--- config.mk ---
export PLATFORM = sky130hd
export DESIGN_NAME = rau_div_step
export DESIGN_NICKNAME = d
export VERILOG_FILES = /design/src/rtl/rau_pkg.sv /design/src/rtl/rau_div_step.sv
export SDC_FILE = /design/constraint.sdc
export NUM_CORES = 1
export LEC_CHECK = 0
export BUFFER_PORTS_ARGS = -buffer_cell sky130_fd_sc_hd__buf_2
export CELL_PAD_IN_SITES_DETAIL_PLACEMENT = 1
export CELL_PAD_IN_SITES_GLOBAL_PLACEMENT = 2
export CORE_UTILIZATION = 34
export CTS_CLUSTER_DIAMETER = 120
export DETAILED_ROUTE_END_ITERATION = 6
export MAX_ROUTING_LAYER = met4
export PLACE_DENSITY = 0.91
export SYNTH_ARGS = -nofsm -noshare
export SYNTH_HDL_FRONTEND = slang
export SYNTH_SLANG_ARGS = --single-unit
--- constraint.sdc ---
create_clock -name clk -period 1.4 [get_ports clk]
set_input_delay 0.28 -clock clk [delete_from_list [all_inputs] [get_ports clk]]
set_output_delay 0.28 -clock clk [all_outputs]
set_load 0.03 [all_outputs]
--- src/rtl/rau_pkg.sv ---
package rau_pkg;

    localparam int OPERAND_WIDTH_DEF = 16;
    localparam int NUM_OUT_W         = 33;
    localparam int DEN_OUT_W         = 32;
    localparam int RAW_MAX_W         = 64;

    typedef logic [1:0] cmd_t;

    localparam cmd_t CMD_ADD = 2'd0;
    localparam cmd_t CMD_SUB = 2'd1;
    localparam cmd_t CMD_MUL = 2'd2;
    localparam cmd_t CMD_DIV = 2'd3;

    typedef struct packed {
        logic valid;
        logic n_neg;
        logic d_neg;
        logic eq;
    } rau_ctl_t;

    function automatic int raw_width(input int w);
        return (2 * w + 1 > RAW_MAX_W) ? RAW_MAX_W : 2 * w + 1;
    endfunction

endpackage

--- src/rtl/rau_div_step.sv ---
module rau_div_step
    import rau_pkg::*;
#(
    parameter int RW = raw_width(OPERAND_WIDTH_DEF)
) (
    input  logic          clk,
    input  logic          rst_n,
    input  logic          en,
    input  rau_ctl_t      ctl_in,
    input  logic [RW-1:0] g_in,
    input  logic [RW-1:0] nq_in,
    input  logic [RW-1:0] nr_in,
    input  logic [RW-1:0] dq_in,
    input  logic [RW-1:0] dr_in,
    output rau_ctl_t      ctl_out,
    output logic [RW-1:0] g_out,
    output logic [RW-1:0] nq_out,
    output logic [RW-1:0] nr_out,
    output logic [RW-1:0] dq_out,
    output logic [RW-1:0] dr_out
);
    rau_ctl_t      ctl_reg;
    logic [RW-1:0] g_reg;
    logic [RW-1:0] nq_reg;
    logic [RW-1:0] nr_reg;
    logic [RW-1:0] dq_reg;
    logic [RW-1:0] dr_reg;
    logic [RW:0]   tn;
    logic [RW:0]   td;
    logic [RW:0]   gx;
    logic          ge_n;
    logic          ge_d;
    logic [RW-1:0] nq_next;
    logic [RW-1:0] nr_next;
    logic [RW-1:0] dq_next;
    logic [RW-1:0] dr_next;

    always_comb
    begin
        gx      = {1'b0, g_in};
        tn      = {nr_in, nq_in[RW-1]};
        td      = {dr_in, dq_in[RW-1]};
        ge_n    = (tn >= gx);
        ge_d    = (td >= gx);
        nr_next = ge_n ? RW'(tn - gx) : tn[RW-1:0];
        dr_next = ge_d ? RW'(td - gx) : td[RW-1:0];
        nq_next = {nq_in[RW-2:0], ge_n};
        dq_next = {dq_in[RW-2:0], ge_d};
    end

    always_ff @(posedge clk or negedge rst_n)
    begin
        if (!rst_n)
        begin
            ctl_reg <= '0;
        end
        else if (en)
        begin
            ctl_reg <= ctl_in;
        end
    end

    always_ff @(posedge clk)
    begin
        if (en)
        begin
            g_reg  <= g_in;
            nq_reg <= nq_next;
            nr_reg <= nr_next;
            dq_reg <= dq_next;
            dr_reg <= dr_next;
        end
    end

    assign ctl_out = ctl_reg;
    assign g_out   = g_reg;
    assign nq_out  = nq_reg;
    assign nr_out  = nr_reg;
    assign dq_out  = dq_reg;
    assign dr_out  = dr_reg;
endmodule

== After elaboration in Yosys (flattened, before gate mapping) ==
Index checks and enable logic that the tools add are counted.

* Add/subtract/negate cells: 2
* Order comparisons: 2
* Mux-type cells: 2

{| class="wikitable"
|+ Operators with widths
! operator !! count
|-
| $ge A34 B33 Y1 || 2
|-
| $mux W33 || 2
|-
| $sub A33 B33 Y33 || 2
|}

* Flip-flop bits (word level): 169
* Input bits: 172
* Output and inout port bits: 169
* Logic and storage cells: 15

== Logic depth before layout (Yosys ltp) ==
* Depth in word-level cells: 2
* Gate-level depth with buffers: 15
* Mapped depth without buffers: 13

== Least setup slack after synthesis ==
OpenSTA, ideal clock, no wires.

* Path kind: input -> register
* Start: input dq_in[32]
* End: register dr_reg[10], in the netlist dr_out[10], data pin
* Library setup time: 260 ps
* Arrival: 3319 ps
* Required time: 1140 ps
* Slack: -2179 ps
* Stages on the path: 15
* Buffers on the path: 2
* Cell sequence: inv_1 -> ha_1 -> inv_1 -> fa_1 -> a21o_1 -> a221oi_2 -> o221ai_2 -> a2111o_1 -> a211oi_2 -> o31a_4 -> o21a_1 -> buf_6 -> inv_6 -> buf_6 -> mux2_4

* Cells in the longest elaborated chain, start to end: 2
* Elaborated cells between the ends (all ways): 3
* Classes of those cells: 1 x add/sub; 1 x order compare; 1 x mux

{| class="wikitable"
|+ Ends and longest elaborated chain
! element !! RTL line !! source
|-
| start: declaration || rau_div_step.sv:13 || <nowiki>input logic [RW-1:0] dq_in,</nowiki>
|-
| $sub A33 B33 Y33 or $ge A34 B33 Y1 (tied branches) || rau_div_step.sv:46, rau_div_step.sv:44 ||
|-
| $mux W33 (*) || rau_div_step.sv:46 || <nowiki>dr_next = ge_d ? RW'(td - gx) : td[RW-1:0];</nowiki>
|-
| via dr_next[10] || rau_div_step.sv:36 || <nowiki>logic [RW-1:0] dr_next;</nowiki>
|-
| end signal: assignment || rau_div_step.sv:71 || <nowiki>dr_reg <= dr_next;</nowiki>
|-
| end: declaration || rau_div_step.sv:27 || <nowiki>logic [RW-1:0] dr_reg;</nowiki>
|}

The timed path passes the listed nets; every way through them passes the cells marked *.
A chain may end at the register's enable or synchronous reset.

== Final worst setup path ==
* Start: input dq_in[32]
* End: register dr_reg[8], in the netlist dr_out[8], data pin

Same word-level chain as after synthesis.

==> out/metrics.cfg <==
[clock_network]
cts.sinks=169
htreeDepth=4
cts_buffer_depth=2
clk_latency_ns=0.44
cts_tree=built
root_buffer=clkbuf_16
cts_buffers=17
clk_pin_slew_ns=0.07

[timing]
setup_viol=68
worst_pin_slew_ns=0.744
finClkSkew_ns=0
timing.final.hold_violations=0
fmax_mhz=327
period_needed_ns=3.05
fin_ws_ns=-1.65
fin_crit_sh=2.18
relSlewSlack=0.491
rsz0062_at_grt=yes
maxSlewViolCount=0
tns_ns=-98.65

[place]
pre_cts_slack_ns=-2.30
dp.cells=1775
port_buffers=340
post_dp_cell_area_um2=14000
dp_hpwl_um=29600
place_congestion=0.848

[floorplan]
coreArea_um2=28000
die_area_um2=29400
die_w_um=171
die-height_um=171
io_pins=341
initial_core_util=0.348
rows=61

[routing]
drt-wirelength-per-cell_um=21.0
drtPass1Iterations=4
routed_wl_um=39600
via_per_inst=5.07
drc=0
drt_iter0_markers=478
vias=9560
antenna_left=0

[setup_path]
crit_family=compound AO/OA/AOI/OAI gates
worst-setup-path-type=input port to flop
critical-path-slowest-cell=a2111o_1
arrival_ns=3.25
crit_buf_inv=5
slowest_delay_ns=0.42
path_cells=buf_12 -> inv_12 -> ha_4 -> inv_2 -> fa_2 -> a21o_1 -> a221oi_2 -> buf_4 -> o221ai_4 -> a2111o_1 -> a211oi_2 -> o31a_4 -> o21a_4 -> inv_16 -> mux2_1
cp_max_fo=27
cp-start-kind=input port
end_kind=flop
required_ns=1.59

[logic_synthesis]
seq_area_frac_synth=0.518
syn_inst=823
synth.distinct_cells=70
async_flop_share=0.0237
yosysWarnings=0
synthFlopType=edfxtp_1
avgSynthCellArea_um2=11.9
synth_edf_count=165
ys_seq_elements=169
netlist_area_um2=9760
synth_nets=1063

[final_layout]
layout_commonest_cell=buf_2
nets=1727
drive_gt1_frac=0.511
finalNonFillerCells=1886
area_delta_synth_final_pct=60.8
final_cell_mix=buf_2, buf_4, edfxtp_1
design_area_um2=15700

[worst_hold_path]
min_path_type=input port to flop

[global_route]
grt_pass1_vias=10291
grt_max_degree=50
overflow=0
antenna_found_initial=8
track_usage=0.271
grt_pass1_wl_um=57400

[outcome]
violations=setup timing
status=finished with violations

[job]
cap_violations=0

[power]
peakVddDrop_uv=861
power.density_nw_per_um2=1120
p_leak_nw=7.33

[final cells by class]
class / count / area (µm²)
repair inverters: 2 / 36.3
clock buffers: 18 / 429
clock inverters: 14 / 161
fillers: 3092 / 12300
multi-input cells: 571 / 4800
repair buffers: 666 / 4420
flip-flops and latches: 169 / 5050
well taps: 378 / 473
inverters: 60 / 283
diodes: 8 / 20.0
[layer usage]
metal,vias up,GRT usage,part of all wire
met5,-,-,0
met4,0,0.130,0.039
met3,85,0.0456,0.052
met2,311,0.494,0.53
met1,4703,0.283,0.38
li1,4461,-,-
[power by group]
part,leakage [nW],switching [mW],total (mW),internal (mW)
Combinational,5.39,3.49,6.19,2.71
Sequential,1.66,0.191,6.44,6.25
Clock,0.278,2.23,4.91,2.67
Total,7.33,5.91,17.5,11.6
[synth_stat cells, drive strengths merged (5+ instances only)]
cell type  number  area share
clkbuf         17      0.0065
nor3           17      0.0087
a211oi          8      0.0067
nor2b           6      0.0038
ha             66       0.085
a21o           37       0.028
xor2           15       0.013
o21a           13       0.010
nor2           49       0.020
a21boi          5      0.0038
buf             6      0.0050
nand2          40       0.015
inv            60       0.024
nand3          17      0.0087
or2             6      0.0038
o21ai          34       0.017
nand4          13      0.0083
a21oi          57       0.029
o21bai          5      0.0038
edfxtp        165        0.51
a31oi           7      0.0045
xnor2          32       0.029
o211ai         10      0.0077
and3           10      0.0064
mux2           52       0.067
o31ai          12      0.0092
[state kept, by name, summed over array words and instances, names as in the netlist]
register,count
ctl_out,4
dq_out,33
dr_out,33
g_out,33
nq_out,33
nr_out,33
[stage by stage]
| step | util | total power, mW | hold WS, ns |
|---|---|---|---|
| finish | 0.560 | 17.5 | 0.0144 |
| global route | 0.560 | 18.2 | 0.00707 |
| CTS | 0.551 | 17.5 | 0.000326 |
| detailed placement | 0.498 | 12.2 | 0.0954 |
| global placement | 0.498 | 12.0 | 0.0924 |
| floorplan | - | 9.73 | -0.0156 |
[worst paths after layout]
check,from,to,slack (ns),cells past startpoint
worst max-delay path,dq_in[32],dr_out[8]$_DFFE_PP_,-1.65,15
worst min-delay path,dq_in[8],dq_out[9]$_DFFE_PP_,0.01,1
worst max register to register,ctl_out[1]$_DFFE_PN0P_,ctl_out[1]$_DFFE_PN0P_,0.60,1
worst min register to register,ctl_out[2]$_DFFE_PN0P_,ctl_out[2]$_DFFE_PN0P_,0.52,1
max in group asynchronous,rst_n,ctl_out[2]$_DFFE_PN0P_,1.06,2
min in group asynchronous,rst_n,ctl_out[1]$_DFFE_PN0P_,0.21,2
[kinds of logic after synthesis]
| kind of cell | count (synthesis) | synth area share |
|---|---|---|
| AO/OA/AOI/OAI | 223 | 0.156 |
| AND/OR/NAND/NOR | 179 | 0.0909 |
| flip-flops | 169 | 0.518 |
| buffers and inverters | 83 | 0.0351 |
| adder cells (fa/ha/maj) | 68 | 0.0887 |
| multiplexers | 54 | 0.0694 |
| XOR/XNOR | 47 | 0.0422 |
[repair_timing]
action / in CTS / in global routing
setup endpoints to repair: 70 / 69
setup buffers: 14 / 9
hold buffers: 48 / 0
resized for setup: 65 / 30
pin swaps: 27 / 23
hold endpoints to repair: 51 / 0
gates cloned: 2 / 0
(Power assumes the default switching activity.)
