==> src/rtl/rau_pkg.sv <==
package rau_pkg;

    localparam int OPERAND_WIDTH_DEF = 16;
    localparam int NUM_OUT_W         = 33;
    localparam int DEN_OUT_W         = 32;
    localparam int RAW_MAX_W         = 64;

    typedef logic [1:0] cmd_t;

    localparam cmd_t CMD_ADD = 2'd0;
    localparam cmd_t CMD_SUB = 2'd1;
    localparam cmd_t CMD_MUL = 2'd2;
    localparam cmd_t CMD_DIV = 2'd3;

    typedef struct packed {
        logic valid;
        logic n_neg;
        logic d_neg;
        logic eq;
    } rau_ctl_t;

    function automatic int raw_width(input int w);
        return (2 * w + 1 > RAW_MAX_W) ? RAW_MAX_W : 2 * w + 1;
    endfunction

endpackage

==> src/rtl/rau_gcd_step.sv <==
module rau_gcd_step
    import rau_pkg::*;
#(
    parameter int RW = raw_width(OPERAND_WIDTH_DEF),
    parameter int KW = $clog2(RW + 1)
) (
    input  logic          clk,
    input  logic          rst_n,
    input  logic          en,
    input  rau_ctl_t      ctl_in,
    input  logic [RW-1:0] a_in,
    input  logic [RW-1:0] b_in,
    input  logic [KW-1:0] k_in,
    input  logic [RW-1:0] n_in,
    input  logic [RW-1:0] d_in,
    output rau_ctl_t      ctl_out,
    output logic [RW-1:0] a_out,
    output logic [RW-1:0] b_out,
    output logic [KW-1:0] k_out,
    output logic [RW-1:0] n_out,
    output logic [RW-1:0] d_out
);
    rau_ctl_t      ctl_reg;
    logic [RW-1:0] a_reg;
    logic [RW-1:0] b_reg;
    logic [KW-1:0] k_reg;
    logic [RW-1:0] n_reg;
    logic [RW-1:0] d_reg;
    logic [RW-1:0] a_next;
    logic [RW-1:0] b_next;
    logic [KW-1:0] k_next;
    logic [RW-1:0] diff_ab;
    logic [RW-1:0] diff_ba;

    always_comb
    begin
        a_next  = a_in;
        b_next  = b_in;
        k_next  = k_in;
        diff_ab = a_in - b_in;
        diff_ba = b_in - a_in;
        priority if (a_in == '0 || b_in == '0)
        begin
            a_next = a_in;
        end
        else if (!a_in[0] && !b_in[0])
        begin
            a_next = a_in >> 1;
            b_next = b_in >> 1;
            k_next = k_in + 1'b1;
        end
        else if (!a_in[0])
        begin
            a_next = a_in >> 1;
        end
        else if (!b_in[0])
        begin
            b_next = b_in >> 1;
        end
        else if (a_in >= b_in)
        begin
            a_next = diff_ab >> 1;
        end
        else
        begin
            b_next = diff_ba >> 1;
        end
    end

    always_ff @(posedge clk or negedge rst_n)
    begin
        if (!rst_n)
        begin
            ctl_reg <= '0;
        end
        else if (en)
        begin
            ctl_reg <= ctl_in;
        end
    end

    always_ff @(posedge clk)
    begin
        if (en)
        begin
            a_reg <= a_next;
            b_reg <= b_next;
            k_reg <= k_next;
            n_reg <= n_in;
            d_reg <= d_in;
        end
    end

    assign ctl_out = ctl_reg;
    assign a_out   = a_reg;
    assign b_out   = b_reg;
    assign k_out   = k_reg;
    assign n_out   = n_reg;
    assign d_out   = d_reg;
endmodule

==> config.mk <==
export PLATFORM = sky130hd
export DESIGN_NAME = rau_gcd_step
export DESIGN_NICKNAME = d
export VERILOG_FILES = /design/src/rtl/rau_pkg.sv /design/src/rtl/rau_gcd_step.sv
export SDC_FILE = /design/constraint.sdc
export NUM_CORES = 1
export LEC_CHECK = 0
export ABC_AREA = 1
export BUFFER_PORTS_ARGS = -buffer_cell sky130_fd_sc_hd__buf_2
export CORE_MARGIN = 5
export CORE_UTILIZATION = 55
export DETAILED_ROUTE_END_ITERATION = 16
export HOLD_SLACK_MARGIN = 0.02
export PLACE_DENSITY = 0.87
export SETUP_SLACK_MARGIN = 0.2
export SLEW_MARGIN = 10
export SYNTH_ARGS = -nofsm -noshare
export SYNTH_HDL_FRONTEND = slang
export SYNTH_SLANG_ARGS = --single-unit
export TNS_END_PERCENT = 100
==> constraint.sdc <==
create_clock -name clk -period 1 [get_ports clk]
set_input_delay 0.05 -clock clk [delete_from_list [all_inputs] [get_ports clk]]
set_output_delay 0.05 -clock clk [all_outputs]
set_load 0.1 [all_outputs]
==> impl_metrics.toml, run 1 <==
[clocking]
clockBufferDepth = 2
clock-sinks = 142
cts_hold_buffers = 74
h-tree-depth = 4
cts-resized-gates = 429
cts_made_buffers = 17
cts_setup_buffers = 61
clock_tree.root_cell = "clkbuf_16"

[placed_design]
portBuffers = 286
place_congestion = 1.184
place.detailed.hpwl_microns = 48730

[synthesis]
async_flop_share_pct = 2.817
synth.distinct_cells = 36
netlist_instances = 1710
syn-cell-area_sq_um = 11780
synth_edf_count = 138
synth-main-ff-cell = "edfxtp_1"
synth_warnings = 0
seq_area_frac_synth_pct = 36.04
syn_nets = 1924
syn_avg_cell_area_sq_um = 6.886
synth_seq_cells = 142

[die]
start_util_pct = 56.01
die_x_microns = 156.3
dieHeight_microns = 156.3
io_pins = 287
row_count = 53

[outcome]
run_status = "did not finish"
failing_step = "clock tree synthesis (4_1_cts)"
stop_error = "[ERROR DPL-0038] Utilization greater than 100%, impossible to legalize"
synth_stat cells (21+ instances only):
cell type | count | share of area [%]
nand2_1 | 573 | 18
inv_1 | 271 | 8.6
nor2_1 | 156 | 5.0
edfxtp_1 | 138 | 35
nand3_1 | 122 | 5.2
a21oi_1 | 98 | 4.2
ha_1 | 67 | 7.1
o21ai_0 | 34 | 1.4
xor2_1 | 34 | 2.5
a22oi_1 | 32 | 2.0
clkbuf_1 | 23 | 0.73
buf_2 | 21 | 0.89
nand2_2 | 21 | 1.1
nand4_1 | 21 | 1.1
per-stage QoR:
stage | utilization, % | area, sq um | setup slack, ns | cells
2_1_floorplan | - | 12470 | -1.032 | 1710
3_3_place_gp | 86.89 | 18270 | -1.341 | 2515
3_5_place_dp | 86.89 | 18270 | -1.667 | 2515
cells by family after synthesis:
group / count (synthesis) / share of synthesized area (%)
DFF: 142 / 36.04
AOI/OAI and AO/OA: 192 / 9.128
and+or+nand+nor: 929 / 32.92
xor gates and xnor gates: 37 / 2.752
adders and majority gates: 69 / 7.459
buffers and inverters: 337 / 11.32
muxes: 4 / 0.3825
==> run 2: changes to the inputs <==
--- a/config.mk
+++ b/config.mk
@@ -8,11 +8,9 @@
 export ABC_AREA = 1
 export BUFFER_PORTS_ARGS = -buffer_cell sky130_fd_sc_hd__buf_2
 export CORE_MARGIN = 5
-export CORE_UTILIZATION = 55
+export CORE_UTILIZATION = 40
 export DETAILED_ROUTE_END_ITERATION = 16
-export HOLD_SLACK_MARGIN = 0.02
-export PLACE_DENSITY = 0.87
-export SETUP_SLACK_MARGIN = 0.2
+export PLACE_DENSITY_LB_ADDON = 0.15
 export SLEW_MARGIN = 10
 export SYNTH_ARGS = -nofsm -noshare
 export SYNTH_HDL_FRONTEND = slang
==> run 2 against run 1 <==
  * The flow now finishes, with violations (negative setup slack)
  * Area after synthesis unchanged
  * Synthesized cell count unchanged
==> impl_metrics.toml, run 2 <==
[outcome]
run_status = "finished with violations"
violations = "negative setup slack"

[synthesis]
syn-cell-area_sq_um = 11780
synth_edf_count = 138
netlist_top_cells_area = "edfxtp_1 (35%), nand2_1 (18%), inv_1 (8.6%)"
syn_avg_cell_area_sq_um = 6.886
synth.distinct_cells = 36
synth_seq_cells = 142
seq_area_frac_synth_pct = 36.04
syn_nets = 1924
synth_largest_area_cell = "edfxtp_1"
synth-main-ff-cell = "edfxtp_1"
synth_warnings = 0
async_flop_share_pct = 2.817
synthTopCellsByCount = "nand2_1 (573), inv_1 (271), nor2_1 (156)"
netlist_instances = 1710
synth_top_area_share_pct = 35.19
yosys.cell_count.top_type = "nand2_1"

[sta]
hold_viol_final = 0
fin_crit_ns = 1.875
slew_violations = 0
post-route-period-util_pct = 187.5
setup_slack_ns = -0.8748
worst_pin_slew_ns = 0.4652
max_freq_ghz = 0.5334
setup_viol = 214
clock_skew_ns = 0
tns_ns = -66.55
grt_setup_unrepaired = "true"
slew_headroom_pct = 68.98

[min_path]
hold_path.startpoint = "a_in[4]"
min_path_type = "in -> reg"
worstHoldPathCells = 5
whs_endpoint = "a_out[4]"

[worst_setup_path]
r2r-end = "ctl_out[0]"
worstSetupStartpointType = "primary input"
crit_fanout = 8
worst-r2r-setup-slack_ns = 0.20
crit_required_ns = 1.29
critical_path_class = "in -> reg"
worstPathArrival_ns = 2.16
r2r_start = "ctl_out[0]"
endpoint_kind = "flip-flop"
r2r_cells = 1

[die]
io_pins = 287
start_util_pct = 40.80
dieHeight_microns = 181.6
coreArea_sq_um = 28860
dieArea_sq_um = 32970
row_count = 62
die_x_microns = 181.6

[placed_design]
preCtsSetupSlack_ns = -1.686
place.detailed.hpwl_microns = 44930
portBuffers = 286
place_congestion = 1.016
placed_area_sq_um = 18820

[layout]
drive_above_1_share_pct = 52.10
antenna_cells = 0
final_common_cell = "buf_4"
fillers = 1831
layout.nets = 2673
final_cell_mix = "buf_4 (377), nand2_1 (372), inv_1 (213)"
fin_util_pct = 80.57
final_area_sq_um = 23250
syn_to_final_growth_pct = 97.45

[clocking]
h-tree-depth = 4
cts_made_buffers = 17
clkLatencyLatePin_ns = 0.42
clock-sinks = 142
cts_tree = "done"
clock_tree.root_cell = "clkbuf_16"
clk_pin_slew_ns = 0.07
clockBufferDepth = 2

[drt]
wl_microns = 60720
via_count = 15130
drtIter0Drc = 1553
wl_per_cell_microns = 21.26
vias_per_cell = 5.297
first_pass_iters = 6
drc = 0
postRouteAntennaNets = 0

[job]
drv_cap = 0

[global_route]
overflow = 0
antenna_found_initial = 0
grt_max_degree = 43
grt_pass1_wl_microns = 87810
grt_pass1_vias = 14840
grt_usage_pct = 34.51

[power]
power.density_nw_per_um2 = 1301
p_total_uw = 30250
p_leak_uw = 0.01125
ir_drop_v = 0.001231
run 2: final cells by class:
type / count / area (sq um) / share of cell area [%]
multi-input combinational: 1232 / 8623 / 37.09
tap: 384 / 480.5 / 2.067
timing repair buffer: 787 / 8234 / 35.42
clock buffer: 17 / 425.4 / 1.830
sequential: 142 / 4244 / 18.25
inverter: 279 / 1106 / 4.757
clock inverter: 15 / 136.4 / 0.5866
run 2: kinds of logic after synthesis:
| logic type | after synthesis | synth area share, % |
|---|---|---|
| and+or+nand+nor | 929 | 32.92 |
| DFF | 142 | 36.04 |
| xor gates and xnor gates | 37 | 2.752 |
| muxes | 4 | 0.3825 |
| adders and majority gates | 69 | 7.459 |
| buffers and inverters | 337 | 11.32 |
| AOI/OAI and AO/OA | 192 | 9.128 |
run 2: how the worst max path moves through the flow:
| stage | depth (start not counted) | slack (ns) | startpoint | to |
|---|---|---|---|---|
| floorplan | 19 | -1.03 | a_in[0] | a_out[31] |
| global placement | 16 | -1.63 | a_in[1] | b_out[0] |
| detailed placement | 17 | -1.69 | a_in[1] | b_out[21] |
| CTS | 19 | -0.81 | a_in[16] | b_out[1] |
| global route | 20 | -0.95 | a_in[10] | b_out[1] |
| finish | 20 | -0.87 | a_in[10] | b_out[1] |
run 2: repair_timing:
item	in CTS	in global routing
setup buffers	53	24
gates resized for setup	411	269
pin swaps	99	144
gates cloned	8	0
endpoints found under the hold margin	82	0
setup endpoints to repair	214	214
hold buffers	76	0
run 2: through the flow:
stage          cells  hold slack (ns)
5_1_grt         2856          0.04893
3_3_place_gp    2674          -0.1390
6_report        2856          0.02123
2_1_floorplan   1710          -0.2456
3_5_place_dp    2674          -0.1394
4_1_cts         2840        0.0008891
run 2: power by group:
part	switching, uW	leakage (uW)	internal, uW
clock	2810	0.000270	3450
sequential	508	0.00140	7260
combinational	9860	0.00959	6360
run 2: worst max-delay path: stages:
cell and delay (ns):
buf_8 0.08, inv_4 0.03, ha_4 0.28, buf_6 0.10, nand2_4 0.05, nor2_4 0.17, nand3_2 0.11, nor2_4 0.13
nor2_4 0.05, nand2_4 0.08, nand2_4 0.07, buf_6 0.12, a21oi_4 0.15, buf_8 0.17, buf_12 0.12, buf_12 0.14
nand2_2 0.06, nand3_2 0.05, nand2_1 0.05, nand2_1 0.09
run 2: routing by layer:
| layer | GRT usage [%] | up-vias | routed length, microns |
|---|---|---|---|
| met3 | 6.303 | 157 | 5244 |
| met5 | 0 | - | 0 |
| met2 | 59.59 | 829 | 29390 |
| met4 | 11.89 | 0 | 2650 |
| met1 | 43.43 | 7185 | 23440 |
| li1 | - | 6958 | - |
(Power assumes the default switching activity.)
